### src/hdl/aes_ram.sv
module aes_ram #(
	parameter int unsigned Width = 64,
	parameter int unsigned Depth = 22
) (
	input  logic                     clk,
	input  logic                     we,
	input  logic [$clog2(Depth)-1:0] waddr,
	input  logic [Width-1:0]         wdata,
	input  logic [$clog2(Depth)-1:0] raddr_a,
	output logic [Width-1:0]         rdata_a,
	input  logic [$clog2(Depth)-1:0] raddr_b,
	output logic [Width-1:0]         rdata_b
);
	logic [Width-1:0] mem_q [Depth];

	always_ff @(posedge clk) begin
		if (we) begin
			mem_q[waddr] <= wdata;
		end
		rdata_a <= mem_q[raddr_a];
		rdata_b <= mem_q[raddr_b];
	end
endmodule

### config.mk
export PLATFORM = sky130hd
export DESIGN_NAME = aes_ram
export DESIGN_NICKNAME = d
export VERILOG_FILES = /design/src/hdl/aes_ram.sv
export SDC_FILE = /design/constraint.sdc
export NUM_CORES = 2
export LEC_CHECK = 0
export BUFFER_PORTS_ARGS = -buffer_cell sky130_fd_sc_hd__clkbuf_2
export CAP_MARGIN = 20
export CORE_MARGIN = 5
export CORE_UTILIZATION = 39
export DETAILED_ROUTE_END_ITERATION = 7
export GPL_ROUTABILITY_DRIVEN = 0
export PLACE_DENSITY = 0.63
export SYNTH_ARGS = -nofsm -noshare
export SYNTH_HDL_FRONTEND = slang
export SYNTH_SLANG_ARGS = --single-unit
### constraint.sdc
create_clock -name clk -period 4.4 [get_ports clk]
set_input_delay 0.88 -clock clk [delete_from_list [all_inputs] [get_ports clk]]
set_output_delay 0.88 -clock clk [all_outputs]
set_load 0.01 [all_outputs]
Word-level counts from Yosys, hierarchy flattened --
Memory sizes are Yosys's and may differ from the RTL's. A register that Yosys moved wholly into a read port is not among the register bits. Cells that the tools add are included.
Operators by class: muxes and demuxes 2
Operators by type and width (count):
- 1-bit 2-to-1 mux | 2
Word-level totals: output and inout bits 128, register bits 0, logic and storage cells 3, memory bits (writable) 1408, bits of input ports 81, memories kept 1
Memories:
- mem_q | words 22, bits a word 64, read ports 2, clocked after Yosys merged registers in 2, write ports 1, RTL line 14 | logic [Width-1:0] mem_q [Depth];

Depth between registers and ports, before layout --
depth after elaboration 2, mapped depth 9, depth with buffers taken out 4

Worst setup path before layout --
Ideal clock, no wire load.
kind input to register, start in waddr[1], end mem mem_q[0][0] (enable), path slack -273 ps, data required time 3914 ps, arrival time 4187 ps, setup time 486 ps, stages on the path 3, path buffers 1, cell sequence or3b_2 > clkbuf_1 > nor2_1
RTL lines:
- start: declaration | RTL line 7 | input logic [$clog2(Depth)-1:0] waddr,
- end: declaration | RTL line 14
No word-level cell before the write port.

Worst setup path in the final report --
start reg rdata_a[18] (read register of mem_q), end out rdata_a[18]
RTL lines:
- start: declaration | RTL line 10 | output logic [Width-1:0] rdata_a,
No word-level cell between the ends.

==> out/summary.md <==
Row generation in the floorplan step produced 152 rows. In the final design database the tool counted 3636 nets. The largest individual stage delay along the critical path comes from the cell dfxtp_1.

Number of fillers in the final layout: 14400. Traced cell by cell, the critical path runs through clkbuf_2. After clock tree synthesis, the clock-pin slew on the worst setup and hold paths is 0.06 ns. The tools report the number of antenna violations at the first check in global routing as 23.

The clock network power share was 0.403; the post-route clock skew was 0.0177 ns. The floorplan die height works out to 426 um. Setup repair after global routing left no endpoint under its margin. Once layout is done, the placed cells without fillers occupy 76800 sq um.

The kind of cell adding the most delay to the critical path was flip-flops. The combinational share of power is 0.077, and the core occupancy in the finished layout is 0.447. For the finished layout, the period the worst path requires is 2.45 ns. The tree is rooted in a clkbuf_16. The number of different library cells in the post-synthesis netlist was 24.

The flow ran to the end, and the final reports show no timing, DRC or antenna violations. Quantity of hold-fixing buffers added after cts: 0. Pin count of the biggest net entering global routing: 107. STA classifies the critical path startpoint as a register. The number of global-route vias before repair is 37500, and the count of vias placed by the detailed router is 36100.

The floorplan step defined a die boundary enclosing 181000 sq um. The logs give 0 for the hold violation count in the final report and 7010 uW for the switching power total. The switching share of total power was 0.222. The number of slew-limit violations in the final report was 0; the count of buffers from port buffering was 208. In this run the power density over the cells is 411 nW/um^2. The library cell used most frequently in the layout, excluding fill and tap cells, is edfxtp_1. The count of cells in the finished layout, fillers not included, comes to 6003. Data on the critical path is required at its endpoint by 3.52 ns.

Max-cap violations in this run came to 0. Summed over all cells, the static leakage comes to 0.0247 uW. For the power share of the sequential group, the log shows 0.520.

TritonCTS built the clock tree. Yosys printed 0 warnings. Peak supply drop: 0.425 mV. Total clock buffers created by CTS: 153. The cell area that synthesis handed to floorplanning was 67400 sq um.

In the routed design, unresolved DRC markers number 0. The actual transition at the worst max-transition pin was 0.944 ns; the count of placed standard cells including taps was 5710. The final layout contains routed wiring with a total length of 190 mm. The worst setup path is of the reg -> out kind. The final antenna-violating net count was 0; the global-route wire length before repair was 273 mm.

In this run the mean area of a mapped cell was 20.4 sq um. The H-tree generated during clock tree synthesis spans 4 levels. The number of buffers and inverters on the critical path came out at 1. The run gives 24600 uW as the internal cell power. The pre-antenna-repair detailed-routing pass consisted of 5 iterations. The maximum number of buffers from clock root to sink is 3.

The run gives 0.666 as the sequential fraction of the synthesis area. The tools report the total number of clock tree sinks as 1536. The min-delay analysis places its worst path in the category in -> reg. For the gate count of the mapped netlist, the log shows 3309. For the worst relative slew slack, the log shows 0.371. In this run, the number of DRC markers left after iteration 0 of detailed routing was 3548. The total power consumption of the routed design came out at 31600 uW.

In the final routed layout, each cell accounts on average for 31.6 um. For the area of the core region, the log shows 172000 sq um. For this run, the top clock speed supported by timing is 408 MHz. Global routing finished with a remaining overflow of 0. The number of nets in the synthesized netlist is 3390.

The run gives 0 ns as the final setup TNS. The number of setup violations in the final report is 0. The worst setup path is captured at an output pin.

209 I/O pins were placed. The post-CTS setup-driven buffer insertion count was 0. In the routed layout, each cell is associated on average with a via count of 6.01. Post-CTS repair changed the size of 0 cells. In this design, the stage delay of the slowest critical-path cell is 0.57 ns.

The HPWL after detailed placement was 107 mm; the ratio of final minimum period to clock period was 0.558. The tools report the overall routing resource usage as 0.209. Insertion delay of the later-clocked pin in the worst-skew pair: 0.79 ns. For the effective utilization at floorplan, the log shows 0.392.

The library cells used most frequently in the layout, excluding fill and tap cells, are edfxtp_1, mux4_2, clkbuf_2, a211oi_1, clkbuf_16. The synthesis-to-finish area growth is 14.1%. Maximum fanout count along the critical path: 1. STA puts the critical path data arrival time at 1.57 ns.

The die is 426 um wide. The share of post-route cells with drive strength above 1 is 0.352. In this run, synthesis produced a sequential element count of 1536.

The tools report the placed standard-cell area as 71900 sq um.
power by group through the flow:
stage	Sequential [uW]	Clock [uW]	Combinational, uW
after floorplan	16700	0	1460
after global placement	16700	0	2410
after detailed placement	16700	0	2430
after CTS	16400	13000	2440
after global routing	16400	13600	2570
final	16400	12700	2410
final timing paths:
check	slack, ns	start	end	depth (start not counted)
max	1.95	rdata_a[18]$_DFF_P_	rdata_a[18]	1
min	0.57	wdata[34]	mem_q[13][34]$_DFFE_PP_	1
max reg2reg	2.57	mem_q[6][51]$_DFFE_PP_	rdata_b[51]$_DFF_P_	5
min reg2reg	0.68	mem_q[20][60]$_DFFE_PP_	rdata_a[60]$_DFF_P_	2
stage by stage:
stage / hold WS (ns) / setup WS [ns]
finish: 0.574 / 1.95
global route: 0.565 / 1.90
CTS: 0.511 / 1.85
detailed placement: 0.670 / 1.14
global placement: 0.666 / 1.11
floorplan: 0.656 / -0.273
layout make-up:
| class | instances | area (sq um) | area share |
|---|---|---|---|
| antenna | 9 | 22.5 | 0.000293 |
| clock buffer | 217 | 4290 | 0.0558 |
| clock inverter | 67 | 581 | 0.00756 |
| multi-input combinational | 1511 | 21200 | 0.276 |
| sequential | 1536 | 44800 | 0.584 |
| tap | 2310 | 2890 | 0.0376 |
| timing repair buffer | 353 | 3000 | 0.0390 |
cells in the mapped netlist:
cell type / count / area share
edfxtp_1: 1408 / 0.63
mux4_2: 640 / 0.21
a211oi_1: 192 / 0.021
dfxtp_1: 128 / 0.038
mux2i_1: 128 / 0.019
o22ai_1: 128 / 0.012
clkbuf_1: 86 / 0.0048
mux2_1: 72 / 0.012
buf_2: 66 / 0.0049
nand2_1: 66 / 0.0037
a21o_1: 64 / 0.0071
nor2b_1: 64 / 0.0059
o21ai_0: 64 / 0.0048
mux2_2: 56 / 0.0094
buf_4: 40 / 0.0045
buf_6: 38 / 0.0064
buf_1: 32 / 0.0018
nor2_1: 24 / 0.0013
nand3b_1: 4 / 0.00045
or3b_2: 3 / 0.00039
nand2b_1: 2 / 0.00019
or3_1: 2 / 0.00019
nand3_1: 1 / 0.000074
or2_2: 1 / 0.000093
per-layer routing:
metal	up-vias	routed length, um	track usage
met1	19400	72600	0.263
met2	1487	97000	0.362
met5	-	147	0
met3	384	12700	0.0366
met4	24	7430	0.0808
li1	14800	-	-
cell families after synthesis:
family                 Yosys count  share of synthesized area
buffers and inverters          262                     0.0223
AOI/OAI and AO/OA              448                     0.0452
DFF                           1536                      0.666
muxes                          896                      0.254
and+or+nand+nor                167                     0.0123
registers in the layout (all words and copies together), names as in the netlist:
name     cells
rdata_a     64
mem_q     1408
rdata_b     64
(Power assumes the default switching activity.)
