==> src/hdl/aes_pkg.sv <==
package aes_pkg;

	localparam int unsigned KeyWidth   = 64;
	localparam int unsigned BlockWidth = 128;
	localparam int unsigned NumRounds  = 10;
	localparam int unsigned NumRk      = NumRounds + 1;
	localparam int unsigned RoundW     = $clog2(NumRk + 1);

	localparam logic [0:0] ACT_ENC = 1'b0;
	localparam logic [0:0] ACT_DEC = 1'b1;

	localparam logic [0:0] REG_KEY_HIGH = 1'b0;
	localparam logic [0:0] REG_KEY_LOW  = 1'b1;

	localparam logic [7:0] GfPoly = 8'h1B;

	localparam logic [7:0] FwdSub [256] = '{
		8'h63,8'h7c,8'h77,8'h7b,8'hf2,8'h6b,8'h6f,8'hc5,8'h30,8'h01,8'h67,8'h2b,8'hfe,8'hd7,8'hab,8'h76,
		8'hca,8'h82,8'hc9,8'h7d,8'hfa,8'h59,8'h47,8'hf0,8'had,8'hd4,8'ha2,8'haf,8'h9c,8'ha4,8'h72,8'hc0,
		8'hb7,8'hfd,8'h93,8'h26,8'h36,8'h3f,8'hf7,8'hcc,8'h34,8'ha5,8'he5,8'hf1,8'h71,8'hd8,8'h31,8'h15,
		8'h04,8'hc7,8'h23,8'hc3,8'h18,8'h96,8'h05,8'h9a,8'h07,8'h12,8'h80,8'he2,8'heb,8'h27,8'hb2,8'h75,
		8'h09,8'h83,8'h2c,8'h1a,8'h1b,8'h6e,8'h5a,8'ha0,8'h52,8'h3b,8'hd6,8'hb3,8'h29,8'he3,8'h2f,8'h84,
		8'h53,8'hd1,8'h00,8'hed,8'h20,8'hfc,8'hb1,8'h5b,8'h6a,8'hcb,8'hbe,8'h39,8'h4a,8'h4c,8'h58,8'hcf,
		8'hd0,8'hef,8'haa,8'hfb,8'h43,8'h4d,8'h33,8'h85,8'h45,8'hf9,8'h02,8'h7f,8'h50,8'h3c,8'h9f,8'ha8,
		8'h51,8'ha3,8'h40,8'h8f,8'h92,8'h9d,8'h38,8'hf5,8'hbc,8'hb6,8'hda,8'h21,8'h10,8'hff,8'hf3,8'hd2,
		8'hcd,8'h0c,8'h13,8'hec,8'h5f,8'h97,8'h44,8'h17,8'hc4,8'ha7,8'h7e,8'h3d,8'h64,8'h5d,8'h19,8'h73,
		8'h60,8'h81,8'h4f,8'hdc,8'h22,8'h2a,8'h90,8'h88,8'h46,8'hee,8'hb8,8'h14,8'hde,8'h5e,8'h0b,8'hdb,
		8'he0,8'h32,8'h3a,8'h0a,8'h49,8'h06,8'h24,8'h5c,8'hc2,8'hd3,8'hac,8'h62,8'h91,8'h95,8'he4,8'h79,
		8'he7,8'hc8,8'h37,8'h6d,8'h8d,8'hd5,8'h4e,8'ha9,8'h6c,8'h56,8'hf4,8'hea,8'h65,8'h7a,8'hae,8'h08,
		8'hba,8'h78,8'h25,8'h2e,8'h1c,8'ha6,8'hb4,8'hc6,8'he8,8'hdd,8'h74,8'h1f,8'h4b,8'hbd,8'h8b,8'h8a,
		8'h70,8'h3e,8'hb5,8'h66,8'h48,8'h03,8'hf6,8'h0e,8'h61,8'h35,8'h57,8'hb9,8'h86,8'hc1,8'h1d,8'h9e,
		8'he1,8'hf8,8'h98,8'h11,8'h69,8'hd9,8'h8e,8'h94,8'h9b,8'h1e,8'h87,8'he9,8'hce,8'h55,8'h28,8'hdf,
		8'h8c,8'ha1,8'h89,8'h0d,8'hbf,8'he6,8'h42,8'h68,8'h41,8'h99,8'h2d,8'h0f,8'hb0,8'h54,8'hbb,8'h16
	};

	localparam logic [7:0] InvSub [256] = '{
		8'h52,8'h09,8'h6a,8'hd5,8'h30,8'h36,8'ha5,8'h38,8'hbf,8'h40,8'ha3,8'h9e,8'h81,8'hf3,8'hd7,8'hfb,
		8'h7c,8'he3,8'h39,8'h82,8'h9b,8'h2f,8'hff,8'h87,8'h34,8'h8e,8'h43,8'h44,8'hc4,8'hde,8'he9,8'hcb,
		8'h54,8'h7b,8'h94,8'h32,8'ha6,8'hc2,8'h23,8'h3d,8'hee,8'h4c,8'h95,8'h0b,8'h42,8'hfa,8'hc3,8'h4e,
		8'h08,8'h2e,8'ha1,8'h66,8'h28,8'hd9,8'h24,8'hb2,8'h76,8'h5b,8'ha2,8'h49,8'h6d,8'h8b,8'hd1,8'h25,
		8'h72,8'hf8,8'hf6,8'h64,8'h86,8'h68,8'h98,8'h16,8'hd4,8'ha4,8'h5c,8'hcc,8'h5d,8'h65,8'hb6,8'h92,
		8'h6c,8'h70,8'h48,8'h50,8'hfd,8'hed,8'hb9,8'hda,8'h5e,8'h15,8'h46,8'h57,8'ha7,8'h8d,8'h9d,8'h84,
		8'h90,8'hd8,8'hab,8'h00,8'h8c,8'hbc,8'hd3,8'h0a,8'hf7,8'he4,8'h58,8'h05,8'hb8,8'hb3,8'h45,8'h06,
		8'hd0,8'h2c,8'h1e,8'h8f,8'hca,8'h3f,8'h0f,8'h02,8'hc1,8'haf,8'hbd,8'h03,8'h01,8'h13,8'h8a,8'h6b,
		8'h3a,8'h91,8'h11,8'h41,8'h4f,8'h67,8'hdc,8'hea,8'h97,8'hf2,8'hcf,8'hce,8'hf0,8'hb4,8'he6,8'h73,
		8'h96,8'hac,8'h74,8'h22,8'he7,8'had,8'h35,8'h85,8'he2,8'hf9,8'h37,8'he8,8'h1c,8'h75,8'hdf,8'h6e,
		8'h47,8'hf1,8'h1a,8'h71,8'h1d,8'h29,8'hc5,8'h89,8'h6f,8'hb7,8'h62,8'h0e,8'haa,8'h18,8'hbe,8'h1b,
		8'hfc,8'h56,8'h3e,8'h4b,8'hc6,8'hd2,8'h79,8'h20,8'h9a,8'hdb,8'hc0,8'hfe,8'h78,8'hcd,8'h5a,8'hf4,
		8'h1f,8'hdd,8'ha8,8'h33,8'h88,8'h07,8'hc7,8'h31,8'hb1,8'h12,8'h10,8'h59,8'h27,8'h80,8'hec,8'h5f,
		8'h60,8'h51,8'h7f,8'ha9,8'h19,8'hb5,8'h4a,8'h0d,8'h2d,8'he5,8'h7a,8'h9f,8'h93,8'hc9,8'h9c,8'hef,
		8'ha0,8'he0,8'h3b,8'h4d,8'hae,8'h2a,8'hf5,8'hb0,8'hc8,8'heb,8'hbb,8'h3c,8'h83,8'h53,8'h99,8'h61,
		8'h17,8'h2b,8'h04,8'h7e,8'hba,8'h77,8'hd6,8'h26,8'he1,8'h69,8'h14,8'h63,8'h55,8'h21,8'h0c,8'h7d
	};

	function automatic logic [7:0] xt(input logic [7:0] x);
		return {x[6:0], 1'b0} ^ (x[7] ? GfPoly : 8'h00);
	endfunction

	function automatic logic [31:0] mix_col(input logic [31:0] c);
		logic [7:0] a0, a1, a2, a3;
		a0 = c[31:24]; a1 = c[23:16]; a2 = c[15:8]; a3 = c[7:0];
		return {xt(a0) ^ xt(a1) ^ a1 ^ a2 ^ a3,
			a0 ^ xt(a1) ^ xt(a2) ^ a2 ^ a3,
			a0 ^ a1 ^ xt(a2) ^ xt(a3) ^ a3,
			xt(a0) ^ a0 ^ a1 ^ a2 ^ xt(a3)};
	endfunction

	function automatic logic [31:0] inv_mix_col(input logic [31:0] c);
		logic [7:0] a0, a1, a2, a3, u, v;
		a0 = c[31:24]; a1 = c[23:16]; a2 = c[15:8]; a3 = c[7:0];
		u = xt(xt(a0 ^ a2));
		v = xt(xt(a1 ^ a3));
		return mix_col({a0 ^ u, a1 ^ v, a2 ^ u, a3 ^ v});
	endfunction

	function automatic logic [31:0] sub_word(input logic [31:0] w);
		return {FwdSub[w[31:24]], FwdSub[w[23:16]], FwdSub[w[15:8]], FwdSub[w[7:0]]};
	endfunction

	typedef struct packed {
		logic       start;
		logic [127:0] key;
	} ks_ctl_t;

	typedef struct packed {
		logic busy;
	} ks_sts_t;

endpackage

==> src/hdl/aes_key_sched.sv <==
module aes_key_sched (
	input  logic              clk,
	input  logic              arst_n,
	input  aes_pkg::ks_ctl_t  ctl,
	output aes_pkg::ks_sts_t  sts,
	output logic              we,
	output logic [4:0]        waddr,
	output logic [63:0]       wdata
);
	logic [127:0] rk_q;
	logic [7:0]   rcon_q;
	logic [4:0]   idx_q;
	logic         busy_q;
	logic [31:0]  t;
	logic [31:0]  w0, w1, w2, w3;
	logic [127:0] nxt;

	always_comb begin
		t  = aes_pkg::sub_word({rk_q[23:0], rk_q[31:24]}) ^ {rcon_q, 24'h0};
		w0 = rk_q[127:96] ^ t;
		w1 = rk_q[95:64] ^ w0;
		w2 = rk_q[63:32] ^ w1;
		w3 = rk_q[31:0] ^ w2;
		nxt = {w0, w1, w2, w3};
	end

	// write high half on even index, low half on odd, advance key after low
	always_ff @(posedge clk or negedge arst_n) begin
		if (!arst_n) begin
			busy_q <= 1'b1;
			idx_q  <= '0;
			rcon_q <= 8'h01;
			rk_q   <= '0;
		end else if (ctl.start) begin
			busy_q <= 1'b1;
			idx_q  <= '0;
			rcon_q <= 8'h01;
			rk_q   <= ctl.key;
		end else if (busy_q) begin
			idx_q <= idx_q + 5'd1;
			if (idx_q[0]) begin
				rk_q   <= nxt;
				rcon_q <= aes_pkg::xt(rcon_q);
			end
			if (idx_q == 5'(2 * aes_pkg::NumRk - 1)) begin
				busy_q <= 1'b0;
			end
		end
	end

	assign we       = busy_q && !ctl.start;
	assign waddr    = idx_q;
	assign wdata    = idx_q[0] ? rk_q[63:0] : rk_q[127:64];
	assign sts.busy = busy_q;
endmodule

==> config.mk <==
export PLATFORM = sky130hd
export DESIGN_NAME = aes_key_sched
export DESIGN_NICKNAME = d
export VERILOG_FILES = /design/src/hdl/aes_pkg.sv /design/src/hdl/aes_key_sched.sv
export SDC_FILE = /design/constraint.sdc
export NUM_CORES = 1
export LEC_CHECK = 0
export ABC_AREA = 0
export BUFFER_PORTS_ARGS = -buffer_cell sky130_fd_sc_hd__buf_2
export CAP_MARGIN = 20
export CELL_PAD_IN_SITES_DETAIL_PLACEMENT = 2
export CELL_PAD_IN_SITES_GLOBAL_PLACEMENT = 2
export CORE_ASPECT_RATIO = 1.1
export CORE_MARGIN = 1.5
export CORE_UTILIZATION = 33
export DETAILED_ROUTE_END_ITERATION = 16
export PLACE_DENSITY_LB_ADDON = 0.1
export SKIP_LAST_GASP = 1
export SLEW_MARGIN = 40
export SYNTH_ARGS = -nofsm -noshare
export SYNTH_HDL_FRONTEND = slang
export SYNTH_SLANG_ARGS = --single-unit
==> constraint.sdc <==
create_clock -name clk -period 3.9 [get_ports clk]
set_input_delay 0.195 -clock clk [delete_from_list [all_inputs] [get_ports clk]]
set_output_delay 0.195 -clock clk [all_outputs]
set_load 0.05 [all_outputs]
[Word level (Yosys, flattened, before mapping)]
Memory sizes are Yosys's and may differ from the RTL's.
Cells that the tools add are included.
Widths: inputs -> output; s select.
Operators by class
  muxes and demuxes: 21
  add/subtract/negate cells: 1
  bitwise gates (word level): 10
  reduce and logical (&&, ||, !) cells: 5
  $lt $le $gt $ge: 4
  eq/ne operators: 1
Operators with widths (count)
  $mux 128: 3
  $xor 32x32->32: 5
  $mux 8: 11
  $mux 64: 1
  $ge 9x9->1 const B: 4
  $not 8->9: 4
  $mux 5: 3
  $xor 8x5->8: 1
  $add 5x1->5 const B: 1
  $eq 5x5->1 const B: 1
  $reduce_bool 2->1: 2
  $mux 1: 3
  $reduce_and 2->1: 1
  $logic_and 1x1->1: 1
  $logic_not 1->1: 1
Word-level totals
  memory bits (read-only): 8192
  bits of input ports: 131
  register bits: 142
  memories: 4
Memories
  (name not given): depth 256, width 8, rd ports 1, clocked after memory_dff 0, wr ports 0, line aes_pkg.sv:77  | return {FwdSub[w[31:24]], FwdSub[w[23:16]], FwdSub[w[15:8]], FwdSub[w[7:0]]};
  (name not given): depth 256, width 8, rd ports 1, clocked after memory_dff 0, wr ports 0, line aes_pkg.sv:77
  (name not given): depth 256, width 8, rd ports 1, clocked after memory_dff 0, wr ports 0, line aes_pkg.sv:77
  (name not given): depth 256, width 8, rd ports 1, clocked after memory_dff 0, wr ports 0, line aes_pkg.sv:77

[Depth between registers and ports, before layout]
Gate-level depths: netlist of run 1.
  depth in word-level cells: 12
  gate-level depth with buffers: 15
  mapped depth without buffers: 11

[Worst setup path after synthesis of run 1]
No wires, ideal clock.
  kind: reg2reg
  start point: reg rk_q[9]
  end point: reg rk_q[22]
  buffers on the path: 3
  stages on the path, launching flop included: 15
  clock period less this slack: 3.839 ns
  arrival: 3.714 ns
  path slack: 0.061 ns
  cells stage by stage: dfrtp_1 -> buf_2 -> buf_2 -> inv_1 -> ha_1 -> clkbuf_2 -> nand2b_2 -> nand2_1 -> mux4_2 -> mux2_2 -> mux4_2 -> xnor3_1 -> nor2_1 -> xnor2_1 -> mux2_2
Between the ends
  longest elaborated chain between the ends: 12
RTL lines
  from (decl): line aes_key_sched.sv:10  | logic [127:0] rk_q;
  from (signal assigned): line aes_key_sched.sv:38  | rk_q <= ctl.key;
  from (signal assigned): line aes_key_sched.sv:42  | rk_q <= nxt;
  $not 8->9 (not written as such): line aes_pkg.sv:77
  $mem_v2 256x8
  $mux 8 (not written as such) (2 in a row): line aes_pkg.sv:77
  $xor 32x32->32: line aes_key_sched.sv:19  | t = aes_pkg::sub_word({rk_q[23:0], rk_q[31:24]}) ^ {rcon_q, 24'h0};
  $xor 32x32->32: line aes_key_sched.sv:20  | w0 = rk_q[127:96] ^ t;
  $xor 32x32->32: line aes_key_sched.sv:21  | w1 = rk_q[95:64] ^ w0;
  $xor 32x32->32: line aes_key_sched.sv:22  | w2 = rk_q[63:32] ^ w1;
  $xor 32x32->32: line aes_key_sched.sv:23  | w3 = rk_q[31:0] ^ w2;
  $mux 128: line aes_key_sched.sv:41  | if (idx_q[0]) begin
  $mux 128: line aes_key_sched.sv:39  | end else if (busy_q) begin
  $mux 128: line aes_key_sched.sv:34  | end else if (ctl.start) begin
Every way passes these cells. The select of a mux whose other input is x is not followed.
A chain may end at the register's enable or synchronous reset.

[Worst setup path after layout of run 1]
  start point: reg rk_q[0]
  end point: reg rk_q[11]
The elaborated chain is that of the path after synthesis.

==> results of run 1 <==
[cell usage after synthesis (all sizes together) (46+ instances only)]
master	number
xor2	51
ha	62
mux4	75
buf	176
nand3	91
clkbuf	151
dfrtp	140
xnor2	151
a211oi	47
nor2	207
nor3	88
a31oi	59
nand2b	91
nor2b	81
mux2	100
nand2	305
o21ai	228
o211ai	46
a21oi	177
[through the flow]
step / hold WS, ns / cells
final: 0.0236 / 4219
after global routing: 0.0195 / 4218
after CTS: 0.00128 / 4211
after detailed placement: 0.287 / 4067
after global placement: 0.285 / 4067
after floorplan: -0.101 / 3004
[logic make-up after synthesis]
logic type,synth area share [%]
AND/OR/NAND/NOR,23.6
AO/OA/AOI/OAI,26.9
buffers and inverters,7.96
multiplexers,14.1
XOR/XNOR,8.83
flip-flops,15.3
adder cells (fa/ha/maj),3.34
[worst max-delay path by stage]
stage                 start        to  cells past startpoint
finish              rk_q[0]  rk_q[11]                     12
detailed placement  rk_q[9]  rk_q[16]                     12
floorplan           rk_q[9]  rk_q[22]                     14
CTS                 rk_q[9]  rk_q[16]                     12
global placement    rk_q[9]  rk_q[16]                     12
global route        rk_q[9]  rk_q[16]                     12
[state kept, by name, indices dropped and copies added, names as in the netlist]
| signal | count |
|---|---|
| rcon_q | 8 |
| rk_q | 128 |
| sts | 1 |
| waddr | 5 |
[worst register-to-register path: stages, from the launching register on]
cell      delay, ns
dfrtp_1        0.39
inv_1          0.11
ha_2           0.51
and2b_1        0.35
o21ai_0        0.45
o311ai_0       0.25
o311ai_0       0.40
nand4_1        0.17
buf_4          0.21
xnor3_1        0.34
nor2_1         0.12
xnor2_1        0.08
mux2_2         0.29
[placed cells by master (no fill, tap or decap), types with 79 or more instances in the layout]
cell,n
dlygate4sd3_1,112
nor3_1,88
dfrtp_1,126
mux2_2,96
buf_2,199
buf_4,235
nor2_1,198
nand2_1,301
nor2b_1,79
a21oi_1,176
xnor2_1,150
nand2b_1,89
nand3_1,91
o21ai_0,203
[layer usage]
metal,vias up,share of wire (%),GRT usage [%]
li1,11600,-,-
met1,13800,41,47.0
met4,6,5.6,19.3
met5,-,0.028,0
met3,339,6.2,4.70
met2,1271,47,61.2
[repair_timing]
item	CTS	global route
hold buffers	112	0
hold endpoints to repair	178	0
setup endpoints to repair	0	3
gates resized for setup	0	3
[final cells by class]
class | instances | area (sq um)
Inverter | 46 | 175
Tap cell | 927 | 1160
Timing Repair Buffer | 576 | 4480
Multi-Input combinational cell | 2489 | 17800
Fill cell | 7990 | 41400
Clock inverter | 10 | 188
Antenna cell | 7 | 17.5
Sequential cell | 142 | 3590
Clock buffer | 22 | 464
==> results_dict.tcl, run 1 <==
set metrics [dict create \
    clock_latency_ns 0.50 \
    drc 0 \
    maxSlewViolCount 0 \
    r2r-start "rk_q[0]" \
    overflow 0 \
    dpl_cell_area_sq_um 26100 \
    cts-htree-levels 4 \
    critical_path_required_ns 4.27 \
    syn_inst 3004 \
    clock_path_buffers 2 \
    hold_depth 3 \
    gp_congestion 1.05 \
    crit_type "flip-flop to flip-flop" \
    fin_nets 3465 \
    grt_pass1_vias 28900 \
    crit_buf_inv 2 \
    cts_tree "built" \
    vias 27100 \
    reg2reg_depth 12 \
    fin_tns_setup_ns 0 \
    wl_um 135000 \
    synth_area_leaders "dfrtp_1, mux4_2, xnor2_1" \
    rsz0062_at_grt "no" \
    ant_nets 0 \
    critPathSlowestCell "ha_2" \
    setup_viol 0 \
    grt_usage_pct 36.9 \
    syn_nets 3197 \
    clk_pin_slew_ns 0.07 \
    grt_first_pass_wirelength_um 200000 \
    dp_slack_ns 0.111 \
    dp_hpwl_um 99900 \
    hp-class "primary input to flip-flop" \
    max_slew.worst_pin.slew_ns 0.896 \
    fin_ws_ns 0.109 \
    avgRoutedWirePerCell_um 32.1 \
    synth-edff-count 0 \
    fmax_mhz 264 \
    drt-pass1-iter-count 5 \
    cts-root-buf "clkbuf_16" \
    rows 101 \
    drive_above_1_share_pct 23.4 \
    crit_fanout 9 \
    max_slew_margin_pct 40.3 \
    crit_path_end_kind "flip-flop" \
    maxCapViolations 0 \
    critPathArrivalTime_ns 4.16 \
    r2r_end "rk_q[11]" \
    async_flop_share_pct 100 \
    rrSetupSlack_ns 0.11 \
    ys.warnings.count 0 \
    grt_max_degree 170 \
    post-route-period-util_pct 97.2 \
    antenna_found_initial 12 \
    cts_buffers 17 \
    hold_end "rk_q[95]" \
    vias_per_cell 6.42 \
    finalHoldViolations 0 \
    critPathMaxStageDelay_ns 0.51 \
    critical_path.cell_chain "inv_1, ha_2, and2b_1, o21ai_0, o311ai_0, o311ai_0, nand4_1, buf_4, xnor3_1, nor2_1, xnor2_1, mux2_2" \
    synth_seq_cells 142 \
    yosysTopAreaCellShare_pct 15.1 \
    area_growth_pct 20.2 \
    ys_types 112 \
    fp.dieArea_sq_um 71900 \
    cts_setup_buffers 0 \
    cp_top_family "compound AO/OA/AOI/OAI gates" \
    start_kind "flip-flop" \
    clock_sinks 142 \
    avgSynthCellArea_sq_um 7.73 \
    final.setup_skew_ns 0.0246 \
    io_pins 202 \
    finish.utilization_pct 40.3 \
    final_area_sq_um 27900 \
    ys.flop_type "dfrtp_1" \
    yosys.area.top_type "dfrtp_1" \
    cpMostUsedCell "o311ai_0" \
    min-delay-start "ctl[95]" \
    chipHeight_um 281 \
    coreArea_sq_um 69300 \
    drt_iter0_markers 2704 \
    synth_area_sq_um 23200 \
    final.min_clock_period_ns 3.79 \
    synth-seq-area-share_pct 15.3 \
    die_w_um 256 \
    portBuffers 201 \
    outcome "completed" \
    initial_core_util_pct 33.5 \
]
Power of run 1 is left out: the tool's default activity adds up to more than one toggle a clock period on the data nets, which glitch-free logic cannot reach.
==> run 2: changes to the inputs <==
--- a/config.mk
+++ b/config.mk
@@ -14,6 +14,7 @@
 export CORE_MARGIN = 1.5
 export CORE_UTILIZATION = 33
 export DETAILED_ROUTE_END_ITERATION = 16
+export MAX_ROUTING_LAYER = met4
 export PLACE_DENSITY_LB_ADDON = 0.1
 export SKIP_LAST_GASP = 1
 export SLEW_MARGIN = 40
==> run 2 against run 1 <==
Final cell count barely moved; first-iteration DRC count rose by 3.4%; setup slack got worse by 0.065 ns; die area did not move; critical path depth fell by 1; register-to-register slack got worse by 0.06 ns; non-clock buffer count rose by 1; maximum frequency fell by 1.7%; clock skew fell by 0.0078 ns; flip-flop and latch count did not move; critical path type unchanged; highest routed layer is now met4.
==> results_dict.tcl, run 2 (same netlist as run 1, synthesis figures left out) <==
set metrics [dict create \
    crit_fanout 12 \
    fmax_mhz 259 \
    vias 27200 \
    dpl_cell_area_sq_um 26000 \
    gp_congestion 1.01 \
    post-route-period-util_pct 98.9 \
    clk_pin_slew_ns 0.06 \
    top_layer "met4" \
    cts_buffers 17 \
    hold_slack_ns 0.0289 \
    clock_path_buffers 2 \
    portBuffers 201 \
    drt_iter0_markers 2797 \
    cts_tree "built" \
    drive_above_1_share_pct 23.6 \
    drt-pass1-iter-count 6 \
    crit_type "flip-flop to flip-flop" \
    chipHeight_um 281 \
    mostFrequentLayoutCells "nand2_1, buf_4, o21ai_0" \
    initial_core_util_pct 33.5 \
    dp_hpwl_um 101000 \
    finalHoldViolations 0 \
    fin_nets 3466 \
    top_register "rk_q" \
    crit_path_end_kind "flip-flop" \
    avgRoutedWirePerCell_um 32.1 \
    final.setup_skew_ns 0.0168 \
    fin_ws_ns 0.0440 \
    largest_reg_flops 128 \
    fp.dieArea_sq_um 71900 \
    clock_latency_ns 0.50 \
    clock_sinks 142 \
    wl_um 136000 \
    critical_path_required_ns 4.28 \
    dp_slack_ns 0.114 \
    maxSlewViolCount 0 \
    route.met2.wl_um 64600 \
    grt_first_pass_wirelength_um 200000 \
    io_pins 202 \
    grt_usage_pct 38.0 \
    antenna_found_initial 8 \
    setup_viol 0 \
    overflow 0 \
    coreArea_sq_um 69300 \
    rows 101 \
    ant_nets 0 \
    met1_length_um 55300 \
    rsz0062_at_grt "yes" \
    grt_max_degree 175 \
    die_w_um 256 \
    cts-root-buf "clkbuf_16" \
    grt_pass1_vias 28900 \
    wl_met3_um 8690 \
    finish.utilization_pct 40.1 \
    max_slew.worst_pin.slew_ns 0.848 \
    drc 0 \
    cts-htree-levels 4 \
    final_area_sq_um 27800 \
    vias_per_cell 6.44 \
    max_slew_margin_pct 43.5 \
    start_kind "flip-flop" \
    outcome "completed" \
    area_growth_pct 19.7 \
    hp-class "primary input to flip-flop" \
    maxCapViolations 0 \
    final_common_cell "nand2_1" \
    critPathArrivalTime_ns 4.24 \
    final.min_clock_period_ns 3.86 \
]
## run 2: cell types whose count changed in the layout (fill, tap and decap cells not counted), sizes merged
| cell | delta |
|---|---|
| bufinv | -4 |
| clkbuf | -4 |
| inv | +2 |
| clkinvlp | +2 |
| clkinv | +3 |
| dlygate4sd3 | +2 |
| diode | +1 |
## run 2: cell type report
type	count	area (sq um)
diodes	8	20.0
clock buffers	19	453
clock inverters	13	115
fillers	8039	41500
inverters	46	173
multi-input cells	2489	17800
flip-flops and latches	142	3590
well taps	927	1160
repair buffers	577	4430
## run 2: per-layer routing
metal,global-route usage [%],vias to the layer above
li1,-,11700
met1,46.4,13900
met5,-,-
met4,17.9,0
met3,4.75,327
met2,62.5,1285
## run 2: critical path, stage by stage (launching register included)
cell     delay, ns
dfrtp_1       0.40
buf_4         0.20
ha_1          0.29
nor2b_1       0.51
nor2_1        0.12
mux4_2        0.46
mux2_2        0.27
mux4_2        0.54
xnor2_2       0.19
xor2_1        0.15
or3_1         0.34
a31oi_1       0.27
## run 2: what timing repair did
action | in CTS | in global routing
endpoints found under the hold margin | 160 | 0
endpoints found under the setup margin | 0 | 9
setup buffers | 0 | 1
hold buffers | 114 | 0
resized for setup | 0 | 7
## run 2: per-stage QoR
stage          cells  setup TNS [ns]
2_1_floorplan   3004               0
3_3_place_gp    4066               0
3_5_place_dp    4066               0
4_1_cts         4212               0
5_1_grt         4219        -0.00101
6_report        4221               0
## run 2: path summary, 6_finish.rpt
kind	from	end	slack (ns)	depth (start not counted)
max	rk_q[8]	rk_q[16]	0.04	11
min	ctl[106]	rk_q[106]	0.03	3
max reg2reg	rk_q[8]	rk_q[16]	0.04	11
min reg2reg	rcon_q[0]	rcon_q[0]	0.54	2
max in group asynchronous	arst_n	rk_q[26]	2.75	3
min in group asynchronous	arst_n	rk_q[37]	0.24	2
Power of run 2 is left out for the same reason.
